File: src/hw/rtl/spi_controller_register_model_unit_assert.svh
// Assertion macros for the SPI controller register model.
// Included by the top level; needs no package.
`ifndef SPI_CONTROLLER_REGISTER_MODEL_UNIT_ASSERT_SVH
`define SPI_CONTROLLER_REGISTER_MODEL_UNIT_ASSERT_SVH

// Same-cycle implication, disabled while in reset.
`define SCRM_ASSERT_IMPL(label, clk, rst_n, ante, cons) \
    label: assert property (@(posedge clk) disable iff (!rst_n) (ante) |-> (cons)) \
        else $error("spicrm assertion failed");

// Next-cycle implication, disabled while in reset.
`define SCRM_ASSERT_NEXT(label, clk, rst_n, ante, cons) \
    label: assert property (@(posedge clk) disable iff (!rst_n) (ante) |=> (cons)) \
        else $error("spicrm assertion failed");

`endif

File: src/hw/rtl/spicrm_pkg.sv
// Package for the SPI controller register model: register offsets, ID bytes, access kinds,
// field masks, status bit positions and the default FIFO depth. No dependencies.
package spicrm_pkg;

    localparam int DEFAULT_FIFO_DEPTH = 8;

    // register offsets
    localparam logic [11:0] OFS_CR0   = 12'h000;
    localparam logic [11:0] OFS_CR1   = 12'h004;
    localparam logic [11:0] OFS_DR    = 12'h008;
    localparam logic [11:0] OFS_SR    = 12'h00C;
    localparam logic [11:0] OFS_CPSR  = 12'h010;
    localparam logic [11:0] OFS_IMSC  = 12'h014;
    localparam logic [11:0] OFS_RIS   = 12'h018;
    localparam logic [11:0] OFS_MIS   = 12'h01C;
    localparam logic [11:0] OFS_ICR   = 12'h020;
    localparam logic [11:0] OFS_DMACR = 12'h024;
    localparam logic [11:0] OFS_ID0   = 12'hFE0;
    localparam logic [11:0] OFS_ID1   = 12'hFE4;
    localparam logic [11:0] OFS_ID2   = 12'hFE8;
    localparam logic [11:0] OFS_ID3   = 12'hFEC;

    // peripheral ID bytes
    localparam logic [7:0] ID0_VAL = 8'h22;
    localparam logic [7:0] ID1_VAL = 8'h10;
    localparam logic [7:0] ID2_VAL = 8'h04;
    localparam logic [7:0] ID3_VAL = 8'h00;

    // access kinds
    localparam logic KIND_READ  = 1'b0;
    localparam logic KIND_WRITE = 1'b1;

    // interrupt bits (RIS/MIS/IMSC/ICR)
    localparam int ST_ROR = 0;
    localparam int ST_RX  = 2;
    localparam int ST_TX  = 3;
    localparam logic [3:0] ICR_MASK = 4'b0011;

    // control1 enable bit
    localparam int CR1_SSE = 1;

endpackage

File: src/hw/rtl/spi_controller_register_model_unit.sv
// SPI controller register model, top level.
// Depends on spicrm_pkg and spi_controller_register_model_unit_assert.svh.
//
// Usage:
//   Input channel (in_valid/in_stall): one bus access per item: kind, offset,
//   write_data and device_response. Output channel (out_valid/out_stall):
//   one result per access: read_data, irq, byte_sent, sent_byte.
//   Config channel (cfg_valid/cfg_ready/device_attached): sets whether a
//   device answers transfers. cfg_ready is always high; write it while idle.
//   An accepted item is held in the input register, processed against the
//   register state, and its result is loaded into the output register when
//   the processing stage advances. Throughput: one item per cycle while the
//   output is not stalled, set by the single processing stage that reads and
//   updates the registers and FIFO pointers.
//   The receive FIFO is a FIFO_DEPTH-entry memory; a data read pops at the
//   tail pointer and the read data lands directly in the output register.
//   Reset clears the control and status registers, the FIFO pointers and count;
//   no clearing pass is needed. When out_stall is held, the output register holds,
//   the processing stage waits, and in_stall rises once the input register is
//   occupied.
module spi_controller_register_model_unit #(
    parameter int FIFO_DEPTH = spicrm_pkg::DEFAULT_FIFO_DEPTH
) (
    input  logic        clk,
    input  logic        rst_n,
    // config
    input  logic        cfg_valid,
    output logic        cfg_ready,
    input  logic        device_attached,
    // input items
    input  logic        in_valid,
    output logic        in_stall,
    input  logic        kind,
    input  logic [11:0] offset,
    input  logic [31:0] write_data,
    input  logic [7:0]  device_response,
    // result items
    output logic        out_valid,
    input  logic        out_stall,
    output logic [31:0] read_data,
    output logic        irq,
    output logic        byte_sent,
    output logic [7:0]  sent_byte
);

    import spicrm_pkg::*;

`include "spi_controller_register_model_unit_assert.svh"

    localparam int PTR_W = (FIFO_DEPTH > 1) ? $clog2(FIFO_DEPTH) : 1;
    localparam int CNT_W = $clog2(FIFO_DEPTH + 1);
    localparam logic [PTR_W-1:0] PTR_LAST = PTR_W'(FIFO_DEPTH - 1);
    localparam logic [CNT_W-1:0] CNT_FULL = CNT_W'(FIFO_DEPTH);
    localparam logic [CNT_W-1:0] CNT_HALF = CNT_W'(FIFO_DEPTH / 2);

    // config
    logic attached_reg;

    // input register
    logic        in_valid_reg;
    logic        kind_reg;
    logic [11:0] offset_reg;
    logic [31:0] wdata_reg;
    logic [7:0]  resp_reg;

    // register state
    logic [15:0]      ctl0_reg, ctl0_next;
    logic [3:0]       ctl1_reg, ctl1_next;
    logic [7:0]       cpsr_reg, cpsr_next;
    logic [3:0]       imsc_reg, imsc_next;
    logic [1:0]       dmacr_reg, dmacr_next;
    logic [3:0]       ris_reg, ris_next;
    logic [PTR_W-1:0] head_reg, head_next;
    logic [PTR_W-1:0] tail_reg, tail_next;
    logic [CNT_W-1:0] cnt_reg, cnt_next;

    // receive FIFO storage
    logic [7:0] rx_mem [FIFO_DEPTH];
    logic [7:0] rx_data_reg;

    // output register
    logic        out_valid_reg;
    logic [31:0] rdata_reg, rdata_next;
    logic        pop_hit_reg, pop_hit_next;
    logic        irq_reg, irq_next;
    logic        sent_reg, sent_next;
    logic [7:0]  sbyte_reg, sbyte_next;

    logic       adv;
    logic       in_take;
    logic       push_we;
    logic [7:0] push_byte;

    assign cfg_ready = 1'b1;
    assign adv       = in_valid_reg && (!out_valid_reg || !out_stall);
    assign in_stall  = in_valid_reg && !adv;
    assign in_take   = in_valid && !in_stall;

    always_comb
    begin
        logic is_wr;
        logic status_upd;
        logic do_push;
        is_wr      = (kind_reg == KIND_WRITE);
        status_upd = is_wr;
        do_push    = 1'b0;

        ctl0_next    = ctl0_reg;
        ctl1_next    = ctl1_reg;
        cpsr_next    = cpsr_reg;
        imsc_next    = imsc_reg;
        dmacr_next   = dmacr_reg;
        ris_next     = ris_reg;
        head_next    = head_reg;
        tail_next    = tail_reg;
        cnt_next     = cnt_reg;
        rdata_next   = '0;
        pop_hit_next = 1'b0;
        sent_next    = 1'b0;
        sbyte_next   = '0;
        push_we      = 1'b0;
        push_byte    = attached_reg ? resp_reg : 8'h00;

        if (!is_wr)
        begin
            case (offset_reg)
                OFS_CR0:   rdata_next = 32'(ctl0_reg);
                OFS_CR1:   rdata_next = 32'(ctl1_reg);
                OFS_DR:
                begin
                    status_upd = 1'b1;
                    if (cnt_reg != '0)
                    begin
                        pop_hit_next = 1'b1;
                        tail_next    = (tail_reg == PTR_LAST) ? '0 : tail_reg + 1'b1;
                        cnt_next     = cnt_reg - 1'b1;
                    end
                end
                OFS_SR:    rdata_next = {28'd0, (cnt_reg == CNT_FULL), (cnt_reg != '0),
                                         2'b11};
                OFS_CPSR:  rdata_next = 32'(cpsr_reg);
                OFS_IMSC:  rdata_next = 32'(imsc_reg);
                OFS_RIS:   rdata_next = 32'(ris_reg);
                OFS_MIS:   rdata_next = 32'(ris_reg & imsc_reg);
                OFS_DMACR: rdata_next = 32'(dmacr_reg);
                OFS_ID0:   rdata_next = 32'(ID0_VAL);
                OFS_ID1:   rdata_next = 32'(ID1_VAL);
                OFS_ID2:   rdata_next = 32'(ID2_VAL);
                OFS_ID3:   rdata_next = 32'(ID3_VAL);
                default:   rdata_next = '0;
            endcase
        end
        else
        begin
            case (offset_reg)
                OFS_CR0:   ctl0_next  = wdata_reg[15:0];
                OFS_CR1:   ctl1_next  = wdata_reg[3:0];
                OFS_DR:
                begin
                    if (ctl1_reg[CR1_SSE])
                    begin
                        do_push    = 1'b1;
                        sent_next  = attached_reg;
                        sbyte_next = attached_reg ? wdata_reg[7:0] : 8'h00;
                    end
                end
                OFS_CPSR:  cpsr_next  = wdata_reg[7:0];
                OFS_IMSC:  imsc_next  = wdata_reg[3:0];
                OFS_ICR:   ris_next   = ris_reg & ~(wdata_reg[3:0] & ICR_MASK);
                OFS_DMACR: dmacr_next = wdata_reg[1:0];
                default:   ;
            endcase
        end

        // full FIFO drops the reply and flags overrun
        if (do_push)
        begin
            if (cnt_reg == CNT_FULL)
            begin
                ris_next[ST_ROR] = 1'b1;
            end
            else
            begin
                push_we   = 1'b1;
                head_next = (head_reg == PTR_LAST) ? '0 : head_reg + 1'b1;
                cnt_next  = cnt_reg + 1'b1;
            end
        end

        if (status_upd)
        begin
            ris_next[ST_TX] = 1'b1;
            ris_next[ST_RX] = (cnt_next >= CNT_HALF);
        end

        irq_next = |(ris_next & imsc_next);
    end

    // config register
    always_ff @(posedge clk or negedge rst_n)
    begin
        if (!rst_n)
        begin
            attached_reg <= 1'b0;
        end
        else if (cfg_valid && cfg_ready)
        begin
            attached_reg <= device_attached;
        end
    end

    // input register
    always_ff @(posedge clk or negedge rst_n)
    begin
        if (!rst_n)
        begin
            in_valid_reg <= 1'b0;
        end
        else if (in_take)
        begin
            in_valid_reg <= 1'b1;
        end
        else if (adv)
        begin
            in_valid_reg <= 1'b0;
        end
    end

    always_ff @(posedge clk)
    begin
        if (in_take)
        begin
            kind_reg   <= kind;
            offset_reg <= offset;
            wdata_reg  <= write_data;
            resp_reg   <= device_response;
        end
    end

    // register state
    always_ff @(posedge clk or negedge rst_n)
    begin
        if (!rst_n)
        begin
            ctl0_reg  <= '0;
            ctl1_reg  <= '0;
            cpsr_reg  <= '0;
            imsc_reg  <= '0;
            dmacr_reg <= '0;
            ris_reg   <= '0;
            head_reg  <= '0;
            tail_reg  <= '0;
            cnt_reg   <= '0;
        end
        else if (adv)
        begin
            ctl0_reg  <= ctl0_next;
            ctl1_reg  <= ctl1_next;
            cpsr_reg  <= cpsr_next;
            imsc_reg  <= imsc_next;
            dmacr_reg <= dmacr_next;
            ris_reg   <= ris_next;
            head_reg  <= head_next;
            tail_reg  <= tail_next;
            cnt_reg   <= cnt_next;
        end
    end

    // FIFO write port
    always_ff @(posedge clk)
    begin
        if (adv && push_we)
        begin
            rx_mem[head_reg] <= push_byte;
        end
    end

    // FIFO read port, registered straight into the result
    always_ff @(posedge clk)
    begin
        if (adv)
        begin
            rx_data_reg <= rx_mem[tail_reg];
        end
    end

    // output register
    always_ff @(posedge clk or negedge rst_n)
    begin
        if (!rst_n)
        begin
            out_valid_reg <= 1'b0;
        end
        else if (adv)
        begin
            out_valid_reg <= 1'b1;
        end
        else if (!out_stall)
        begin
            out_valid_reg <= 1'b0;
        end
    end

    always_ff @(posedge clk)
    begin
        if (adv)
        begin
            rdata_reg   <= rdata_next;
            pop_hit_reg <= pop_hit_next;
            irq_reg     <= irq_next;
            sent_reg    <= sent_next;
            sbyte_reg   <= sbyte_next;
        end
    end

    assign out_valid = out_valid_reg;
    assign read_data = pop_hit_reg ? {24'd0, rx_data_reg} : rdata_reg;
    assign irq       = irq_reg;
    assign byte_sent = sent_reg;
    assign sent_byte = sbyte_reg;

    // assertions
    `SCRM_ASSERT_IMPL(a_cnt_bound, clk, rst_n, 1'b1, cnt_reg <= CNT_FULL)
    `SCRM_ASSERT_IMPL(a_sent_needs_dev, clk, rst_n, out_valid_reg && sent_reg, attached_reg)
    `SCRM_ASSERT_NEXT(a_ror_sticky, clk, rst_n,
        ris_reg[ST_ROR] && !(adv && kind_reg && (offset_reg == OFS_ICR) && wdata_reg[ST_ROR]),
        ris_reg[ST_ROR])
    `SCRM_ASSERT_IMPL(a_pop_not_empty, clk, rst_n, adv && pop_hit_next, cnt_reg != '0)

endmodule

File: config.mk
export PLATFORM = sky130hd
export DESIGN_NAME = spi_controller_register_model_unit
export DESIGN_NICKNAME = d
export VERILOG_FILES = /design/src/hw/rtl/spicrm_pkg.sv /design/src/hw/rtl/spi_controller_register_model_unit.sv
export VERILOG_INCLUDE_DIRS = /design/src /design/src/hw/rtl
export SDC_FILE = /design/constraint.sdc
export NUM_CORES = 1
export LEC_CHECK = 0
export BUFFER_PORTS_ARGS = -buffer_cell sky130_fd_sc_hd__buf_4
export CORE_MARGIN = 5
export CORE_UTILIZATION = 50
export CTS_CLUSTER_DIAMETER = 60
export CTS_CLUSTER_SIZE = 30
export DETAILED_ROUTE_END_ITERATION = 12
export GPL_ROUTABILITY_DRIVEN = 1
export MAX_ROUTING_LAYER = met4
export PLACE_DENSITY = 0.83
export SLEW_MARGIN = 10
export SYNTH_ARGS = -nofsm -noshare
export SYNTH_HDL_FRONTEND = slang
export SYNTH_SLANG_ARGS = --single-unit
File: constraint.sdc
create_clock -name clk -period 3 [get_ports clk]
set_input_delay 0 -clock clk [delete_from_list [all_inputs] [get_ports clk]]
set_output_delay 0 -clock clk [all_outputs]
set_load 0.01 [all_outputs]
==> impl_metrics.toml, run 1 <==
[synthesis]
synth_common_cells = "edfxtp_1 (136), mux2_2 (56), dfrtp_1 (51)"
synth-edff-count = 136
ys_top_cells_by_area = "edfxtp_1 (52%), dfrtp_1 (16%), mux2_2 (8.0%)"
syn_area_um2 = 7890
ys_types = 58
synthCells = 508
ys_warn_count = 0
synth.top_cell.area_share_pct = 51.8
synth_most_common_cell = "edfxtp_1"
synth_ff_type = "edfxtp_1"
synth_seq_cells = 187
synthArstFlopShare_pct = 27.3
avgSynthCellArea_um2 = 15.5
ys_seq_area_share_pct = 67.9
synth_top_cell_by_area = "edfxtp_1"

[critical_path]
end_kind = "register"
cp_cell_sequence = "nor4b_4 -> nand4_4 -> or3_2 -> inv_1 -> nand2_1 -> nor3_1 -> buf_4"
worstSetupStartpointType = "register"
cp.required_ps = 3130
max_stage_delay_ps = 600
crit_type = "register to register"
crit_path_start = "offset_reg[1]"
slowest_stage = "or3_2"
arrival_ps = 2810
worst-path-buf-inv = 2
critical_path.max_fanout = 11
crit_family = "simple AND/OR/NAND/NOR gates"
rr_startpoint = "offset_reg[1]"

[job]
max-cap-violations = 0

[hold_path]
min_path_type = "input pin to async pin"

[floorplan]
fp.coreArea_um2 = 15700
die_w_um = 136
row_count = 46
die_h_um = 136
io_pins = 104
initial_core_util_pct = 50.4
dieArea_um2 = 18400

[timing]
finalCriticalPeriod_ps = 2680
setup-violations-final = 0
drv_slew = 0
worstMarginPinSlew_ps = 930
fmax_ghz = 0.373
grt_setup_unrepaired = "false"
finalCritPeriodShare_pct = 89.3
tns_ps = 0
relSlewSlack_pct = 38.0
final.setup_skew_ps = 8.93
hold_violations = 0

[grt]
grt_usage_pct = 19.7
grt_pass1_wl_um = 26400
grt_max_degree = 52
antenna_found_initial = 0
grt_overflow = 0
grt_pass1_vias = 4871

[cells_and_area]
diodes = 0
fin_nets = 710
finalInstanceArea_um2 = 9730
drive_gt1_share_pct = 31.6
fill_cells = 1140
regMostFlops = "rx_mem"
largest_reg_flops = 64
area_growth_pct = 23.3

[clock_network]
ctsHoldBuffers = 43
path_clk_slew_ps = 70
post_cts_resized = 0
clock_path_buffers = 2
cts_root_buf = "clkbuf_16"
cts_setup_buffers = 0
cts_tree = "done"
clock_latency_ps = 430
clock_sinks = 187
cts_buffers = 17
htreeDepth = 4

[drt]
first_iter_violations = 365
drc = 0
first_pass_iters = 5
drt-vias-per-instance = 5.37
wl_um = 16600
drt-wirelength-per-cell_um = 19.0
vias = 4696
ant_nets = 0

[place]
port_buffers = 70
dpl_cell_area_um2 = 8720
dp_hpwl_um = 11100
routabilityCongestion = 0.957

[pwr]
p_leak_nw = 3.81
powerDensity_nw_per_um2 = 557
worst_ir_drop_vdd_uv = 427

[outcome]
status = "complete, no violations"
## where the power goes
| group | total (mW) | switching [mW] | internal [mW] | leakage, nW |
|---|---|---|---|---|
| logic | 0.332 | 0.178 | 0.154 | 1.54 |
| registers | 2.92 | 0.0568 | 2.87 | 1.98 |
| clock network | 2.16 | 0.924 | 1.24 | 0.282 |
## layout make-up
| class | count | area [µm²] | share of cell area, % |
|---|---|---|---|
| clock buffer | 26 | 533 | 5.48 |
| clock inverter | 6 | 46.3 | 0.476 |
| inverter | 12 | 45.0 | 0.463 |
| multi-input combinational | 293 | 2360 | 24.2 |
| sequential | 187 | 5360 | 55.1 |
| tap | 216 | 270 | 2.78 |
| timing repair buffer | 134 | 1110 | 11.4 |
## layout by cell type, fill, tap and decap left out, types with 2 or more instances in the layout
cell type and instances:
buf_4 91, or4_1 2, and2_1 17, inv_6 2
and3_1 8, nor3_1 13, a2bb2oi_1 2, clkbuf_16 20
edfxtp_1 136, o221ai_1 2, dfrtp_1 51, nor3_2 4
inv_4 2, nor2b_1 12, nor4_1 6, a22oi_1 5
o211ai_1 2, inv_1 12, nand3_1 9, conb_1 17
mux2_2 56, a21oi_1 9, nand2_1 32, nor2_1 16
mux4_2 16, nand4_1 5, o21ai_0 10, a21boi_0 2
a21o_1 2, dlygate4sd3_1 43, o22ai_1 2, clkbuf_1 5
ha_1 6, a31oi_1 5, nand2b_1 6, or3_1 2
## final timing paths
| path | end | slack (ps) | cells past startpoint |
|---|---|---|---|
| max in group asynchronous | head_reg[2] | 2370 | 2 |
| min reg2reg | ctl0_reg[11] | 490 | 1 |
| max reg2reg | rx_mem[1][7] | 320 | 7 |
| min in group clk | offset_reg[5] | 290 | 2 |
| max | rx_mem[1][7] | 320 | 7 |
| min | ctl0_reg[11] | 160 | 2 |
## stage by stage
step	cells	hold WS (ps)	worst slack (ps)	total power, mW	utilization [%]
2_1_floorplan	523	-296	17.6	3.12	-
3_3_place_gp	799	60.1	417	3.25	55.7
3_5_place_dp	799	79.1	367	3.26	55.7
4_1_cts	874	200	335	5.45	62.1
5_1_grt	874	243	188	5.60	62.1
6_report	874	162	322	5.42	62.1
## metal layers
metal  track usage (%)  routed length [µm]  vias to the layer above
met2              32.8                8760                      161
met5                 -                   0                        -
met4              5.94                 191                        0
met1              25.0                6900                     2338
met3              3.23                 783                       15
li1                  -                   -                     2182
## cells by family (layout without fill, tap and decap cells)
kind of cell | Yosys count | in the layout | synth area share [%]
and+or+nand+nor | 147 | 147 | 11.1
adders and majority gates | 6 | 6 | 0.951
xor gates and xnor gates | 1 | 1 | 0.111
buffers and inverters | 43 | 178 | 2.92
DFF | 187 | 187 | 67.9
other | 2 | 17 | 0.0952
AOI/OAI and AO/OA | 49 | 49 | 4.23
muxes | 73 | 73 | 12.7
(Power assumes the default switching activity.)
==> run 2, diff against run 1 <==
- CORE_UTILIZATION: 50 -> 45
- MAX_ROUTING_LAYER: met4 -> default
- PLACE_DENSITY: 0.83 -> 0.77
==> run 2 against run 1 <==
Core utilization shrank 5.5 points. Clock-buffer cell count decreased by 7. Critical path depth unchanged. Die area up 10%. Fmax rose by 0.14%. Final cell count increased by 1.0%.
==> impl_metrics.toml, run 2 (synthesis results as in run 1) <==
[critical_path]
endpoint = "rx_mem[1][3]"
cp.required_ps = 3140
arrival_ps = 2810
worstSetupStartpointType = "register"
crit_type = "register to register"
critical_path.max_fanout = 11
end_kind = "register"
max_stage_delay_ps = 620
r2r-end = "rx_mem[1][3]"
slowest_stage = "or3_2"
r2r_slack_ps = 330
cp_cell_sequence = "nor4b_4 -> nand4_4 -> or3_2 -> inv_1 -> nand2_1 -> nor3_1 -> buf_4"
r2r_cells = 7
rr_startpoint = "offset_reg[1]"
crit_path_start = "offset_reg[1]"

[timing]
finalCriticalPeriod_ps = 2670
relSlewSlack_pct = 38.5
holdWs_ps = 134
finalCritPeriodShare_pct = 89.1
tns_ps = 0
fmax_ghz = 0.374
hold_violations = 0
worstMarginPinSlew_ps = 922
final.setup_skew_ps = 11.1
grt_setup_unrepaired = "false"
drv_slew = 0
setup-violations-final = 0

[place]
port_buffers = 70
dpl_cell_area_um2 = 8730
dp_hpwl_um = 11200
routabilityCongestion = 0.916

[grt]
grt_overflow = 0
grt_max_degree = 52
antenna_found_initial = 0
grt_pass1_wl_um = 26400
grt_usage_pct = 17.2
grt_pass1_vias = 4909

[pwr]
p_leak_nw = 3.81
powerDensity_nw_per_um2 = 565
worst_ir_drop_vdd_uv = 351

[clock_network]
path_clk_slew_ps = 70
cts_setup_buffers = 0
htreeDepth = 4
clock_path_buffers = 2
cts_tree = "done"
cts_root_buf = "clkbuf_16"
post_cts_resized = 0
clock_sinks = 187
clock_latency_ps = 430
cts_buffers = 17

[floorplan]
fp.coreArea_um2 = 17200
initial_core_util_pct = 45.8
row_count = 48
dieArea_um2 = 20300
die_h_um = 142
die_w_um = 142
io_pins = 104

[cells_and_area]
mostFrequentLayoutCell = "edfxtp_1"
fill_cells = 1299
drive_gt1_share_pct = 32.1
area_growth_pct = 23.6
regMostFlops = "rx_mem"
fin_nets = 710
diodes = 0
mostFrequentLayoutCells = "edfxtp_1 (136), buf_4 (91), mux2_2 (56), dfrtp_1 (51), dlygate4sd3_1 (43)"
finalInstanceArea_um2 = 9760
largest_reg_flops = 64

[drt]
drt-vias-per-instance = 5.30
first_pass_iters = 4
drt-wirelength-per-cell_um = 18.7
drc = 0
wl_um = 16500
vias = 4678
first_iter_violations = 344
ant_nets = 0

[outcome]
status = "complete, no violations"

[job]
max-cap-violations = 0

[hold_path]
min_path_type = "input pin to async pin"
run 2: cell types whose count changed in the layout (fill, tap and decap cells not counted), sizes merged:
cell    delta
clkbuf     -7
clkinv     +3
bufinv     +2
inv        +2
run 2: per-stage QoR:
stage          util (%)  worst slack (ps)  total power [mW]  instances
3_5_place_dp       50.6               338              3.26        808
4_1_cts            56.6               325              5.55        883
6_report           56.6               326              5.51        883
5_1_grt            56.6               158              5.71        883
2_1_floorplan         -              17.6              3.12        523
3_3_place_gp       50.6               392              3.25        808
run 2: cell type report:
class	instances	area [µm²]	share of cell area (%)
well taps	225	282	2.89
flip-flops and latches	187	5360	54.9
clock buffers	19	443	4.54
multi-input cells	293	2360	24.2
clock inverters	13	155	1.59
inverters	12	45.0	0.462
repair buffers	134	1110	11.4
run 2: critical path: cells and delay by family, from the launching register on:
| kind | cells | cell delay (ps) |
|---|---|---|
| buffers and inverters | 2 | 350 |
| and+or+nand+nor | 5 | 1560 |
| DFF | 1 | 480 |
run 2: how the worst min path moves through the flow:
stage	from	to	slack (ps)
finish	rst_n	ctl0_reg[12]	130
global route	rst_n	ctl0_reg[12]	180
CTS	rst_n	ctl0_reg[12]	170
detailed placement	rst_n	ctl0_reg[12]	90
global placement	rst_n	ctl0_reg[11]	60
floorplan	rst_n	attached_reg	-300
run 2: per-layer routing:
| metal | vias to the layer above | track usage, % | wire [µm] | part of all wire [%] |
|---|---|---|---|---|
| met4 | 0 | 5.90 | 295 | 1.8 |
| li1 | 2176 | - | - | - |
| met3 | 18 | 3.70 | 860 | 5.2 |
| met2 | 149 | 29.0 | 8320 | 51 |
| met1 | 2335 | 22.2 | 6990 | 42 |
| met5 | - | 0 | 0 | 0 |
run 2: timing repair:
item                                    CTS  global route
endpoints found under the setup margin    0             0
endpoints found under the hold margin    91             0
hold buffers                             43             0
run 2: report_power, final:
part           leakage (nW)  internal [mW]  total, mW  switching, mW
Combinational          1.54          0.154      0.331          0.178
Clock                 0.290           1.27       2.26          0.989
Sequential             1.98           2.87       2.92         0.0524
==> run 3, diff against run 2 <==
- BUFFER_PORTS_ARGS: -buffer_cell sky130_fd_sc_hd__buf_4 -> default
- DONT_BUFFER_PORTS: default -> 1
- PLACE_DENSITY: 0.77 -> 0.72
==> run 3 against run 2 <==
Clock power down 2%. Fmax down 0.13%. Via count is 4.7% lower. Global-route usage down 1.3 points. Sequential power hardly changed. Hold slack lost 58 ps. Critical path type unchanged. Clock-buffer cell count up 1. Wire length shrank 5.3%. Critical endpoint is now rx_mem[0][2]. Core utilization decreased by 3.0 points. Largest cell class unchanged. Sequential share of layout area increased by 3.1 points. Cell area fell by 5.3%.
==> impl_metrics.toml, run 3 (synthesis results as in run 1) <==
[grt]
grt_pass1_wl_um = 24300
grt_usage_pct = 15.9
grt_pass1_vias = 4533
grt_max_degree = 52
grt_overflow = 0
antenna_found_initial = 0

[clock_network]
cts_buffers = 17
clock_sinks = 187
post_cts_resized = 0
cts_setup_buffers = 0
clock_path_buffers = 2
clock_latency_ps = 430
path_clk_slew_ps = 70
cts_root_buf = "clkbuf_16"
cts_tree = "done"
htreeDepth = 4

[place]
port_buffers = 0
dp_slack_ps = 321
dp_cells = 736
routabilityCongestion = 0.965
dp_hpwl_um = 10600
dpl_cell_area_um2 = 8190

[drt]
vias = 4460
drt-wirelength-per-cell_um = 19.2
drc = 0
ant_nets = 0
first_iter_violations = 401
dr_wl_met3_um = 1040
wl_um = 15600
wl_met1_um = 6580
drt-vias-per-instance = 5.49
first_pass_iters = 6
highest_layer = "met4"
met2_length_um = 7760

[floorplan]
fp.coreArea_um2 = 17200
die_h_um = 142
io_pins = 104
dieArea_um2 = 20300
die_w_um = 142
initial_core_util_pct = 45.8
row_count = 48

[cells_and_area]
final_cells = 812
regMostFlops = "rx_mem"
mostFrequentLayoutCells = "edfxtp_1 (136), mux2_2 (56), dfrtp_1 (51), dlygate4sd3_1 (43), nand2_1 (32)"
largest_reg_flops = 64
area_growth_pct = 17.1
diodes = 0
final_util_pct = 53.6
mostFrequentLayoutCell = "edfxtp_1"
fin_nets = 639
finalInstanceArea_um2 = 9240
drive_gt1_share_pct = 24.2

[timing]
worstMarginPinSlew_ps = 882
holdWs_ps = 76.1
final.setup_skew_ps = 7.86
tns_ps = 0
hold_violations = 0
fmax_ghz = 0.373
relSlewSlack_pct = 41.2
setup_ws_ps = 322
finalCriticalPeriod_ps = 2680
setup-violations-final = 0
finalCritPeriodShare_pct = 89.3
grt_setup_unrepaired = "false"
drv_slew = 0

[critical_path]
cp.required_ps = 3140
end_kind = "register"
critical_path.max_fanout = 10
arrival_ps = 2810
worstSetupStartpointType = "register"
crit_type = "register to register"

[outcome]
status = "complete, no violations"

[pwr]
p_leak_nw = 3.47
p_total_mw = 5.40
worst_ir_drop_vdd_uv = 413
powerDensity_nw_per_um2 = 584

[hold_path]
min_path_type = "input pin to async pin"

[job]
max-cap-violations = 0
[run 3: cell count changes in the layout (fill, tap and decap cells not counted), sizes merged]
cell / before / now
buf: 91 / 20
bufinv: 2 / 1
clkbuf: 19 / 20
clkinv: 4 / 5
inv: 18 / 17
[run 3: report_power, final]
part / leakage [nW] / total [mW] / internal [mW] / switching [mW]
registers: 1.98 / 2.93 / 2.87 / 0.0626
clock network: 0.291 / 2.22 / 1.23 / 0.985
logic: 1.20 / 0.250 / 0.0938 / 0.157
[run 3: per-layer routing]
layer	track usage (%)	vias to the layer above
li1	-	2037
met1	20.0	2247
met2	26.4	161
met3	4.81	15
met4	5.40	0
met5	0	-
[run 3: worst max-delay path, cell delays in order (launching register included)]
cell	delay [ps]
edfxtp_1	430
nor4_4	570
nand4_4	200
or3_2	510
buf_4	180
nor4_1	240
buf_4	250
[run 3: path summary, 6_finish.rpt]
check / startpoint / endpoint / slack [ps] / cells after the start
worst min register to register: wdata_reg[15] / ctl0_reg[15] / 480 / 1
min in group clk: out_stall / in_stall / 180 / 2
worst max register to register: offset_reg[6] / rx_mem[0][2] / 320 / 6
worst max-delay path: offset_reg[6] / rx_mem[0][2] / 320 / 6
worst min-delay path: rst_n / ctl0_reg[11] / 80 / 2
max in group asynchronous: rst_n / head_reg[0] / 2690 / 2
[run 3: what timing repair did]
item                       in CTS  in global routing
hold endpoints to repair       91                  0
hold buffers                   44                  0
setup endpoints to repair       0                  0
[run 3: cell type report]
cell class / count / area (µm²)
fillers: 1371 / 8000
flip-flops and latches: 187 / 5360
multi-input cells: 293 / 2360
repair buffers: 63 / 601
clock buffers: 20 / 467
well taps: 225 / 282
clock inverters: 12 / 126
inverters: 12 / 45.0
